### config.mk
export PLATFORM = sky130hd
export DESIGN_NAME = jetp_cfg_regs
export DESIGN_NICKNAME = d
export VERILOG_FILES = /design/src/rtl/core/julia_escape_time_pixel_defines.svh /design/src/rtl/core/jetp_pkg.sv /design/src/rtl/core/jetp_cfg_regs.sv
export SDC_FILE = /design/constraint.sdc
export NUM_CORES = 1
export LEC_CHECK = 0
export CAP_MARGIN = 15
export CORE_MARGIN = 2
export CORE_UTILIZATION = 45
export DETAILED_ROUTE_END_ITERATION = 10
export DONT_BUFFER_PORTS = 1
export SETUP_SLACK_MARGIN = 0.2
export SYNTH_ARGS = -nofsm -noshare
export SYNTH_HDL_FRONTEND = slang
export SYNTH_SLANG_ARGS = --single-unit
### constraint.sdc
create_clock -name clk_i -period 1.9 [get_ports clk_i]
set_input_delay 0.38 -clock clk_i [delete_from_list [all_inputs] [get_ports clk_i]]
set_output_delay 0.38 -clock clk_i [all_outputs]
set_load 0.02 [all_outputs]
### src/rtl/core/julia_escape_time_pixel_defines.svh
// Assertion macros for the Julia escape-time pixel block.
// Included by the top level; no other dependencies.
`ifndef JULIA_ESCAPE_TIME_PIXEL_DEFINES_SVH
`define JULIA_ESCAPE_TIME_PIXEL_DEFINES_SVH
`ifndef SYNTH
`define JETP_ASSERT(lbl, clk, rst_n, prop, msg) \
  lbl: assert property (@(posedge clk) disable iff (!rst_n) prop) else $error(msg);
`define JETP_ASSERT_NEVER(lbl, clk, rst_n, cond, msg) \
  lbl: assert property (@(posedge clk) disable iff (!rst_n) !(cond)) else $error(msg);
`else
`define JETP_ASSERT(lbl, clk, rst_n, prop, msg)
`define JETP_ASSERT_NEVER(lbl, clk, rst_n, cond, msg)
`endif
`endif

### src/rtl/core/jetp_pkg.sv
// Shared constants, register indexes and control structs of the Julia
// escape-time pixel block. No dependencies.
`timescale 1ns / 1ps
`default_nettype none

package jetp_pkg;

  localparam int WordW            = 32;
  localparam int FracBits         = 28;
  localparam int DimW             = 13;
  localparam int LimitW           = 10;
  localparam int CfgIdxW          = 3;
  localparam int CfgDataW         = 32;
  localparam int CoordBitsDefault = 12;

  localparam logic [CfgIdxW-1:0] RegImageWidth     = 3'd0;
  localparam logic [CfgIdxW-1:0] RegImageHeight    = 3'd1;
  localparam logic [CfgIdxW-1:0] RegIterationLimit = 3'd2;
  localparam logic [CfgIdxW-1:0] RegCReal          = 3'd3;
  localparam logic [CfgIdxW-1:0] RegCImag          = 3'd4;

  localparam logic [DimW-1:0]          RstImageWidth     = 13'd1024;
  localparam logic [DimW-1:0]          RstImageHeight    = 13'd512;
  localparam logic [LimitW-1:0]        RstIterationLimit = 10'd300;
  localparam logic signed [WordW-1:0]  RstCReal          = -32'sd212064829;
  localparam logic signed [WordW-1:0]  RstCImag          = 32'sd40265318;

  // Window spans and half spans, rounded half up at FracBits fraction bits
  localparam logic [63:0] SpanX = ((64'd32 << FracBits) + 64'd5) / 64'd10;
  localparam logic [63:0] SpanY = ((64'd18 << FracBits) + 64'd5) / 64'd10;
  localparam int          SpanW = $clog2(SpanX + 64'd1);
  localparam logic [WordW-1:0] HalfX = WordW'(((64'd16 << FracBits) + 64'd5) / 64'd10);
  localparam logic [WordW-1:0] HalfY = WordW'(((64'd9 << FracBits) + 64'd5) / 64'd10);

  typedef struct packed {
    logic accept;
    logic load_x;
    logic load_y;
    logic div_step;
    logic store_re;
    logic store_im;
    logic iter_mul;
    logic iter_upd;
  } jetp_cmd_t;

  typedef struct packed {
    logic bad_coord;
    logic div_done;
    logic left_zero;
    logic escape;
  } jetp_stat_t;

endpackage

`default_nettype wire

### src/rtl/core/jetp_cfg_regs.sv
// Configuration registers: image size, iteration budget and Julia constant.
// Depends on jetp_pkg.
`timescale 1ns / 1ps
`default_nettype none

module jetp_cfg_regs import jetp_pkg::*; (
  input  logic                      clk_i,
  input  logic                      rst_ni,
  input  logic                      cfg_valid_i,
  output logic                      cfg_ready_o,
  input  logic [CfgIdxW-1:0]        cfg_index_i,
  input  logic [CfgDataW-1:0]       cfg_data_i,
  output logic [DimW-1:0]           image_width_o,
  output logic [DimW-1:0]           image_height_o,
  output logic [LimitW-1:0]         iteration_limit_o,
  output logic signed [WordW-1:0]   c_real_o,
  output logic signed [WordW-1:0]   c_imag_o
);

  logic [DimW-1:0]         width_q;
  logic [DimW-1:0]         height_q;
  logic [LimitW-1:0]       limit_q;
  logic signed [WordW-1:0] c_real_q;
  logic signed [WordW-1:0] c_imag_q;

  assign cfg_ready_o = 1'b1;

  always_ff @(posedge clk_i or negedge rst_ni) begin
    if (!rst_ni) begin
      width_q  <= RstImageWidth;
      height_q <= RstImageHeight;
      limit_q  <= RstIterationLimit;
      c_real_q <= RstCReal;
      c_imag_q <= RstCImag;
    end else if (cfg_valid_i && cfg_ready_o) begin
      unique case (cfg_index_i)
        RegImageWidth:     width_q  <= cfg_data_i[DimW-1:0];
        RegImageHeight:    height_q <= cfg_data_i[DimW-1:0];
        RegIterationLimit: limit_q  <= cfg_data_i[LimitW-1:0];
        RegCReal:          c_real_q <= cfg_data_i[WordW-1:0];
        RegCImag:          c_imag_q <= cfg_data_i[WordW-1:0];
        default: ;
      endcase
    end
  end

  assign image_width_o     = width_q;
  assign image_height_o    = height_q;
  assign iteration_limit_o = limit_q;
  assign c_real_o          = c_real_q;
  assign c_imag_o          = c_imag_q;

endmodule

`default_nettype wire

==> out/qor.txt <==
outcome: finished with violations
violated checks: hold timing
worst hold slack: -0.2981 ns
Root Driver: clkbuf_8
wire per inst: 21.55 um
antenna violations before repair: 0
nets: 260
number of fill cells: 738
Worst Path Max Fanout: 2
Pins Over Slew Limit: 0
postcts setup bufs: 0
synthesized flop and latch total: 100
CTS tree: yes
setup_tns: 0 ns
total number of H-tree levels: 3
first-pass GRT wire length: 11270 um
# clock sinks: 100
WS Path Type: flop to output port
period utilization: 70.94%
share of cells above drive strength 1: 70.48%
area growth from synthesis to layout: 7.838%
vias in the first global route: 2013
most common cell in the synthesized netlist: mux2_2
Mapped Area: 3975 um2
Core ar.: 8636 um2
Clock Latency Late Sink: 0.34 ns
Port Buffers: 0
DRT Wirelength: 7219 um
CTS resizes: 0
Worst EP arrival: 0.97 ns
Async SR Flop Fraction: 100.0%
synthesis warning total: 0
largest cells by area after synthesis: dfrtp_1 40%, dfstp_2 24%, mux2_2 20%
CP Capture Type: output port
DP HPWL: 4566 um
Max Buffers Root-to-Sink: 2
reg2reg path depth: 1
Die Wd: 97.99 um
total iterations of the first detailed-routing run: 4
f_max: 741.9 MHz
Pwr Density: 1308 nW/um2
Remaining Overflow, GRT: 0
Max-Cap Viols: 0
crit path launch type: flop
DR vias/cell: 5.537
DRT iter0 DRCs: 38
commonest cells in the netlist: 70 x mux2_2, 64 x dfrtp_1, 36 x dfstp_2
starting density of the core: 46.03%
Crit Reg-Reg Endpoint: iteration_limit_o[1]$_DFFE_PN0P_
R2R Path Start: iteration_limit_o[1]$_DFFE_PN0P_
Mean Syn Cell Area: 18.32 um2
number of enable flip-flop cells after synthesis: 0
Worst-path clk slew: 0.10 ns
clk_skew: 0 ns
via count: 1855
Post-Syn Instances: 217
Util after Layout: 49.64%
die area: 9601 um2
final setup fails: 0
LEAKAGE: 1.829 nW
DRT antenna net count: 0
TritonCTS Buffers: 9
area leader, netlist: dfrtp_1
ANT cells: 0
Netlist cell types: 13
Tmin final: 1.348 ns
# rows: 34
Worst EP required: 1.52 ns
type of the worst min-delay path: input pin to async pin
Main synth FF type: dfrtp_1
r2r setup slk: 1.00 ns
largest net degree at the start of global routing: 101
unrepaired setup endpoints after global routing: no
Synthesized Nets: 255
Top Ports: 139
All-Layer GR Usage: 15.19%
top-area cell type share of the netlist area: 40.29%
final hold vios: 100
Seq/Total Area, Yosys: 64.09%
Die Y: 97.99 um
residual DRC count: 0
GP Congestion: 0.7594
Peak VDD IR: 0.0005581 V
-- power by group --
| group | switching (mW) | internal (mW) | total (mW) |
|---|---|---|---|
| clock | 0.738 | 0.627 | 1.37 |
| sequential | 0.930 | 2.73 | 3.66 |
| combinational | 0.140 | 0.438 | 0.578 |
-- how the worst max path moves through the flow --
| stage | start | endpoint | depth (start not counted) |
|---|---|---|---|
| final | c_imag_o[10]$_DFFE_PN1P_ | c_imag_o[10] | 0 |
| after global placement | cfg_index_i[0] | c_imag_o[31]$_DFFE_PN0P_ | 3 |
| after floorplan | cfg_index_i[0] | c_imag_o[11]$_DFFE_PN0P_ | 4 |
| after CTS | c_imag_o[10]$_DFFE_PN1P_ | c_imag_o[10] | 0 |
| after global routing | c_imag_o[10]$_DFFE_PN1P_ | c_imag_o[10] | 0 |
| after detailed placement | cfg_index_i[0] | c_imag_o[31]$_DFFE_PN0P_ | 3 |
-- layout by cell type (no fill, tap or decap) --
cell type  netlist  routed
mux2_4          30      30
bufinv_16        0       1
mux2_2          70      70
clkbuf_8         0       9
clkbuf_1         0       1
clkinv_2         0       1
inv_6            0       4
and4bb_1         1       1
buf_12           3       2
nor4b_4          1       1
dfstp_2         36      36
nand4b_2         1       1
nor4bb_4         0       2
buf_4            3       3
dfrtp_1         64      64
conb_1           1       1
-- state kept, by name (all words and copies together), names as in the netlist --
register           flops
image_height_o        13
image_width_o         13
c_real_o              32
c_imag_o              32
iteration_limit_o     10
-- through the flow --
step / std cells / power [mW] / setup slack (ns) / instance area [um2] / hold slack [ns]
6_report: 335 / 5.606 / 0.5521 / 4287 / -0.2981
5_1_grt: 335 / 5.847 / 0.5056 / 4287 / -0.3329
4_1_cts: 335 / 5.684 / 0.5285 / 4287 / -0.3171
3_5_place_dp: 319 / 4.301 / 0.3771 / 4089 / 0.08630
3_3_place_gp: 319 / 4.278 / 0.3983 / 4089 / 0.08648
2_1_floorplan: 217 / 4.129 / 0.5093 / 3975 / 0.08441
-- metal layers --
| layer | vias up | track usage [%] | wire length [um] |
|---|---|---|---|
| met5 | - | 0 | 0 |
| met4 | 0 | 5.449 | 107 |
| met3 | 11 | 7.946 | 900 |
| met2 | 89 | 23.76 | 3347 |
| met1 | 977 | 18.00 | 2864 |
| li1 | 778 | - | - |
-- cell type report --
class / instances / area, um2 / area share (%)
clock inverter: 6 / 70.07 / 1.635
timing repair buffer: 5 / 62.56 / 1.459
multi-input combinational: 106 / 1344 / 31.35
clock buffer: 10 / 127.6 / 2.977
tap: 108 / 135.1 / 3.152
sequential: 100 / 2547 / 59.43
-- logic make-up after synthesis --
group                  Yosys count  synth area share (%)
AND/OR/NAND/NOR                  5                 1.794
buffers and inverters           11                 2.864
multiplexers                   100                 31.16
other                            1               0.09434
flip-flops                     100                 64.09
(Power assumes the default switching activity.)
