--- config.mk ---
export PLATFORM = sky130hd
export DESIGN_NAME = jetp_ctrl
export DESIGN_NICKNAME = d
export VERILOG_FILES = /design/src/rtl/core/julia_escape_time_pixel_defines.svh /design/src/rtl/core/jetp_pkg.sv /design/src/rtl/core/jetp_ctrl.sv
export SDC_FILE = /design/constraint.sdc
export NUM_CORES = 1
export LEC_CHECK = 0
export BUFFER_PORTS_ARGS = -buffer_cell sky130_fd_sc_hd__buf_2
export CAP_MARGIN = 20
export CORE_AREA = 2 2 39 41
export CTS_CLUSTER_DIAMETER = 120
export DETAILED_ROUTE_END_ITERATION = 8
export DIE_AREA = 0 0 41 43
export GPL_TIMING_DRIVEN = 0
export HOLD_SLACK_MARGIN = 0.06
export SETUP_SLACK_MARGIN = 0.5
export SLEW_MARGIN = 25
export SYNTH_ARGS = -nofsm -noshare
export SYNTH_HDL_FRONTEND = slang
export SYNTH_SLANG_ARGS = --single-unit
--- constraint.sdc ---
create_clock -name clk_i -period 1.7 [get_ports clk_i]
set_input_delay 0.17 -clock clk_i [delete_from_list [all_inputs] [get_ports clk_i]]
set_output_delay 0.17 -clock clk_i [all_outputs]
set_load 0.01 [all_outputs]
--- src/rtl/core/julia_escape_time_pixel_defines.svh ---
// Assertion macros for the Julia escape-time pixel block.
// Included by the top level; no other dependencies.
`ifndef JULIA_ESCAPE_TIME_PIXEL_DEFINES_SVH
`define JULIA_ESCAPE_TIME_PIXEL_DEFINES_SVH
`ifndef SYNTH
`define JETP_ASSERT(lbl, clk, rst_n, prop, msg) \
  lbl: assert property (@(posedge clk) disable iff (!rst_n) prop) else $error(msg);
`define JETP_ASSERT_NEVER(lbl, clk, rst_n, cond, msg) \
  lbl: assert property (@(posedge clk) disable iff (!rst_n) !(cond)) else $error(msg);
`else
`define JETP_ASSERT(lbl, clk, rst_n, prop, msg)
`define JETP_ASSERT_NEVER(lbl, clk, rst_n, cond, msg)
`endif
`endif

--- src/rtl/core/jetp_pkg.sv ---
// Shared constants, register indexes and control structs of the Julia
// escape-time pixel block. No dependencies.
`timescale 1ns / 1ps
`default_nettype none

package jetp_pkg;

  localparam int WordW            = 32;
  localparam int FracBits         = 28;
  localparam int DimW             = 13;
  localparam int LimitW           = 10;
  localparam int CfgIdxW          = 3;
  localparam int CfgDataW         = 32;
  localparam int CoordBitsDefault = 12;

  localparam logic [CfgIdxW-1:0] RegImageWidth     = 3'd0;
  localparam logic [CfgIdxW-1:0] RegImageHeight    = 3'd1;
  localparam logic [CfgIdxW-1:0] RegIterationLimit = 3'd2;
  localparam logic [CfgIdxW-1:0] RegCReal          = 3'd3;
  localparam logic [CfgIdxW-1:0] RegCImag          = 3'd4;

  localparam logic [DimW-1:0]          RstImageWidth     = 13'd1024;
  localparam logic [DimW-1:0]          RstImageHeight    = 13'd512;
  localparam logic [LimitW-1:0]        RstIterationLimit = 10'd300;
  localparam logic signed [WordW-1:0]  RstCReal          = -32'sd212064829;
  localparam logic signed [WordW-1:0]  RstCImag          = 32'sd40265318;

  // Window spans and half spans, rounded half up at FracBits fraction bits
  localparam logic [63:0] SpanX = ((64'd32 << FracBits) + 64'd5) / 64'd10;
  localparam logic [63:0] SpanY = ((64'd18 << FracBits) + 64'd5) / 64'd10;
  localparam int          SpanW = $clog2(SpanX + 64'd1);
  localparam logic [WordW-1:0] HalfX = WordW'(((64'd16 << FracBits) + 64'd5) / 64'd10);
  localparam logic [WordW-1:0] HalfY = WordW'(((64'd9 << FracBits) + 64'd5) / 64'd10);

  typedef struct packed {
    logic accept;
    logic load_x;
    logic load_y;
    logic div_step;
    logic store_re;
    logic store_im;
    logic iter_mul;
    logic iter_upd;
  } jetp_cmd_t;

  typedef struct packed {
    logic bad_coord;
    logic div_done;
    logic left_zero;
    logic escape;
  } jetp_stat_t;

endpackage

`default_nettype wire

--- src/rtl/core/jetp_ctrl.sv ---
// Controller: sequences coordinate division and the z*z+c iteration.
// Depends on jetp_pkg; drives jetp_datapath through jetp_cmd_t.
`timescale 1ns / 1ps
`default_nettype none

module jetp_ctrl import jetp_pkg::*; (
  input  logic       clk_i,
  input  logic       rst_ni,
  input  logic       start_i,
  output logic       busy_o,
  output logic       done_o,
  input  jetp_stat_t stat_i,
  output jetp_cmd_t  cmd_o
);

  localparam logic [2:0] StIdle  = 3'd0;
  localparam logic [2:0] StLoadX = 3'd1;
  localparam logic [2:0] StDivX  = 3'd2;
  localparam logic [2:0] StLoadY = 3'd3;
  localparam logic [2:0] StDivY  = 3'd4;
  localparam logic [2:0] StMul   = 3'd5;
  localparam logic [2:0] StUpd   = 3'd6;
  localparam logic [2:0] StDone  = 3'd7;

  logic [2:0] state_q;
  logic [2:0] state_d;

  always_comb begin
    state_d = state_q;
    cmd_o   = '0;
    unique case (state_q)
      StIdle: begin
        if (start_i) begin
          cmd_o.accept = 1'b1;
          state_d      = stat_i.bad_coord ? StDone : StLoadX;
        end
      end
      StLoadX: begin
        cmd_o.load_x = 1'b1;
        state_d      = StDivX;
      end
      StDivX: begin
        if (stat_i.div_done) begin
          cmd_o.store_re = 1'b1;
          state_d        = StLoadY;
        end else begin
          cmd_o.div_step = 1'b1;
        end
      end
      StLoadY: begin
        cmd_o.load_y = 1'b1;
        state_d      = StDivY;
      end
      StDivY: begin
        if (stat_i.div_done) begin
          cmd_o.store_im = 1'b1;
          state_d        = StMul;
        end else begin
          cmd_o.div_step = 1'b1;
        end
      end
      StMul: begin
        if (stat_i.left_zero) begin
          state_d = StDone;
        end else begin
          cmd_o.iter_mul = 1'b1;
          state_d        = StUpd;
        end
      end
      StUpd: begin
        if (stat_i.escape) begin
          state_d = StDone;
        end else begin
          cmd_o.iter_upd = 1'b1;
          state_d        = StMul;
        end
      end
      StDone: begin
        state_d = StIdle;
      end
    endcase
  end

  always_ff @(posedge clk_i or negedge rst_ni) begin
    if (!rst_ni) begin
      state_q <= StIdle;
    end else begin
      state_q <= state_d;
    end
  end

  assign busy_o = (state_q != StIdle);
  assign done_o = (state_q == StDone);

endmodule

`default_nettype wire

==> summary.txt <==
status: completed
root buf cell: clkbuf_4
Worst setup SP type: flip-flop
number of I/O port buffers: 16
Required @ worst endpoint: 1530 ps
most instantiated library cell after synthesis: nor2_1
Crit. path cell count: 3
die width: 41 um
placed wire-length estimate: 513 um
critical path peak fanout: 10
core area: 1380 sq um
crit path max-delay cell type: dfrtp_1
synth unique cells: 23
Post-synth top cells: nor2_1, dfrtp_1, nand2_1, buf_2, nor4bb_1
CP Buf/Inv Count: 2
clock-pin slew on the worst setup and hold paths: 40 ps
drt drc: 0
total CTS buffers: 3
Fmax: 710 MHz
final core utilization: 0.360
Biggest register: state_q
final period utilization: 0.828
setup slack, reg-to-reg: 550 ps
yosys warns: 0
net count after synthesis: 39
later-pin clock latency in the skew report: 230 ps
NumNets Final: 66
Area contributors post-synth: dfrtp_1, nor4bb_1, nor2_1, and4bb_1, mux2_2
RSZ-0062 raised after global routing: true
GR Overflow Total: 0
syn avg cell area: 8.41 sq um
Slew @ Worst Pin: 251 ps
routed length per instance: 10.6 um
Post-Synth XOR/XNOR Area: 0.0326
crit-path cells: buf_4 > nor4bb_1 > buf_2
minimum clock period: 1410 ps
Post-Syn Instances: 32
Synth Area in Adders: 0
Layout area overhead: 85.1%
DIE HEIGHT: 43 um
top-area cell type share of the netlist area: 0.279
TritonRoute pass-1 iters: 2
top flop regs: state_q x3
Hold Crit Depth: 3
H-tree lvl count: 1
GRT busiest layer: met2
Largest register FFs: 3
Initial Util: 0.194
Slew HR: 0.832
Placer Congestion: 0.748
post-synthesis mux area share: 0.0419
grt met3 use: 0.0314
sequential area share after synthesis: 0.279
setup violators final: 0
pin count of the biggest net entering global routing: 11
Routed WL: 783 um
Post-synth EDFFs: 0
Max Buffers Root-to-Sink: 2
Antenna Nets Post-Route: 0
placement row count: 14
clk sinks: 3
reg2reg path depth: 4
Hold Vio Cnt, Final: 0
Hold Path Class: in2reg
Fillers: 141
CTS tree: done
Leak Pwr: 0.242 nW
Slew Viols, Final: 0
vias in the first global route: 328
simple-gate portion of the synthesized area: 0.377
First DRT Iteration DRCs: 2
main flop type after synthesis: dfrtp_1
met2 Use GR: 0.169
PD cells: 1840 nW/um^2
ys async rst share: 1.00
combinational family with the most area after synthesis: simple AND/OR/NAND/NOR gates
met1 global-route usage: 0.119
CP arrival: 1240 ps
Critical Path Source: state_q[2]
final setup TNS: 0 ps
Worst Hold Launch: stat_i[3]
area leader, netlist: dfrtp_1
worst r2r src: state_q[1]
Vias per Instance: 4.42
Max-cap violations: 0
Vias: 327
# diodes: 0
#FFs+latches synth: 3
Crit path largest cell delay: 400 ps
Fin Clk Skew: 3.99 ps
wire length of the first global-routing pass: 1260 um
antenna violations before repair: 0
GRT Overall Usage: 0.113
VDD IR max: 0.447 mV
Die ar.: 1760 sq um
num ports: 17
Crit. End Element: primary output
Cell Area, Synth: 269 sq um
Crit Path Class: reg2out
share of cells above drive strength 1: 0.672
post-synthesis compound-gate area fraction: 0.191
CP top delay family: flip-flops
[routing by layer]
layer / share of wire / up-vias / routed length (um)
li1: - / 169 / -
met1: 0.39 / 152 / 303
met2: 0.58 / 6 / 451
met3: 0.034 / 0 / 27
met4: 0 / 0 / 0
met5: 0 / - / 0
[per-stage QoR]
| stage | cells | power (mW) | hold slack, ps | instance area [sq um] | setup WS [ps] |
|---|---|---|---|---|---|
| 2_1_floorplan | 32 | 0.474 | -126 | 275 | 511 |
| 3_3_place_gp | 64 | 0.587 | -34.1 | 375 | 494 |
| 3_5_place_dp | 64 | 0.596 | -32.5 | 375 | 483 |
| 4_1_cts | 72 | 0.822 | 193 | 452 | 297 |
| 5_1_grt | 74 | 0.999 | 221 | 498 | 240 |
| 6_report | 74 | 0.917 | 198 | 498 | 292 |
[path summary, 6_finish.rpt]
kind                                    to
worst max-delay path              cmd_o[3]
worst min-delay path            state_q[1]
worst max register to register  state_q[0]
worst min register to register  state_q[0]
max in group asynchronous       state_q[0]
min in group asynchronous       state_q[1]
[cell type report]
class | instances | area, sq um | area share
buffer | 3 | 26.3 | 0.0528
clock buffer | 4 | 26.3 | 0.0528
inverter | 1 | 3.75 | 0.00754
multi-input combinational | 25 | 216 | 0.435
sequential | 3 | 77.6 | 0.156
tap | 16 | 20.0 | 0.0402
timing repair buffer | 22 | 128 | 0.256
[where the power goes]
part | internal (mW) | switching, mW
registers | 0.113 | 0.0452
clock network | 0.0879 | 0.0365
logic | 0.337 | 0.298
[worst min-delay path, cell delays in order]
cell     delay [ps]
buf_2           100
nand2_1          80
a21oi_2          50
[cells in the final DEF, fill, tap and decap left out, types with 2 or more instances in the layout]
cell type	count
nand2_1	2
buf_4	7
nor2_1	2
buf_2	16
clkbuf_4	3
dfrtp_2	2
[cells by family after synthesis]
kind of cell | Yosys count
buffers and inverters | 4
DFF | 3
xor gates and xnor gates | 1
AOI/OAI and AO/OA | 7
muxes | 1
and+or+nand+nor | 16
[what timing repair did]
action | in CTS | in global routing
hold endpoints to repair | 3 | 0
hold buffers | 1 | 0
endpoints found under the setup margin | 10 | 11
resized for setup | 6 | 7
setup buffers | 3 | 2
pin swaps | 1 | 2
Power figures use the tool's default switching activity.
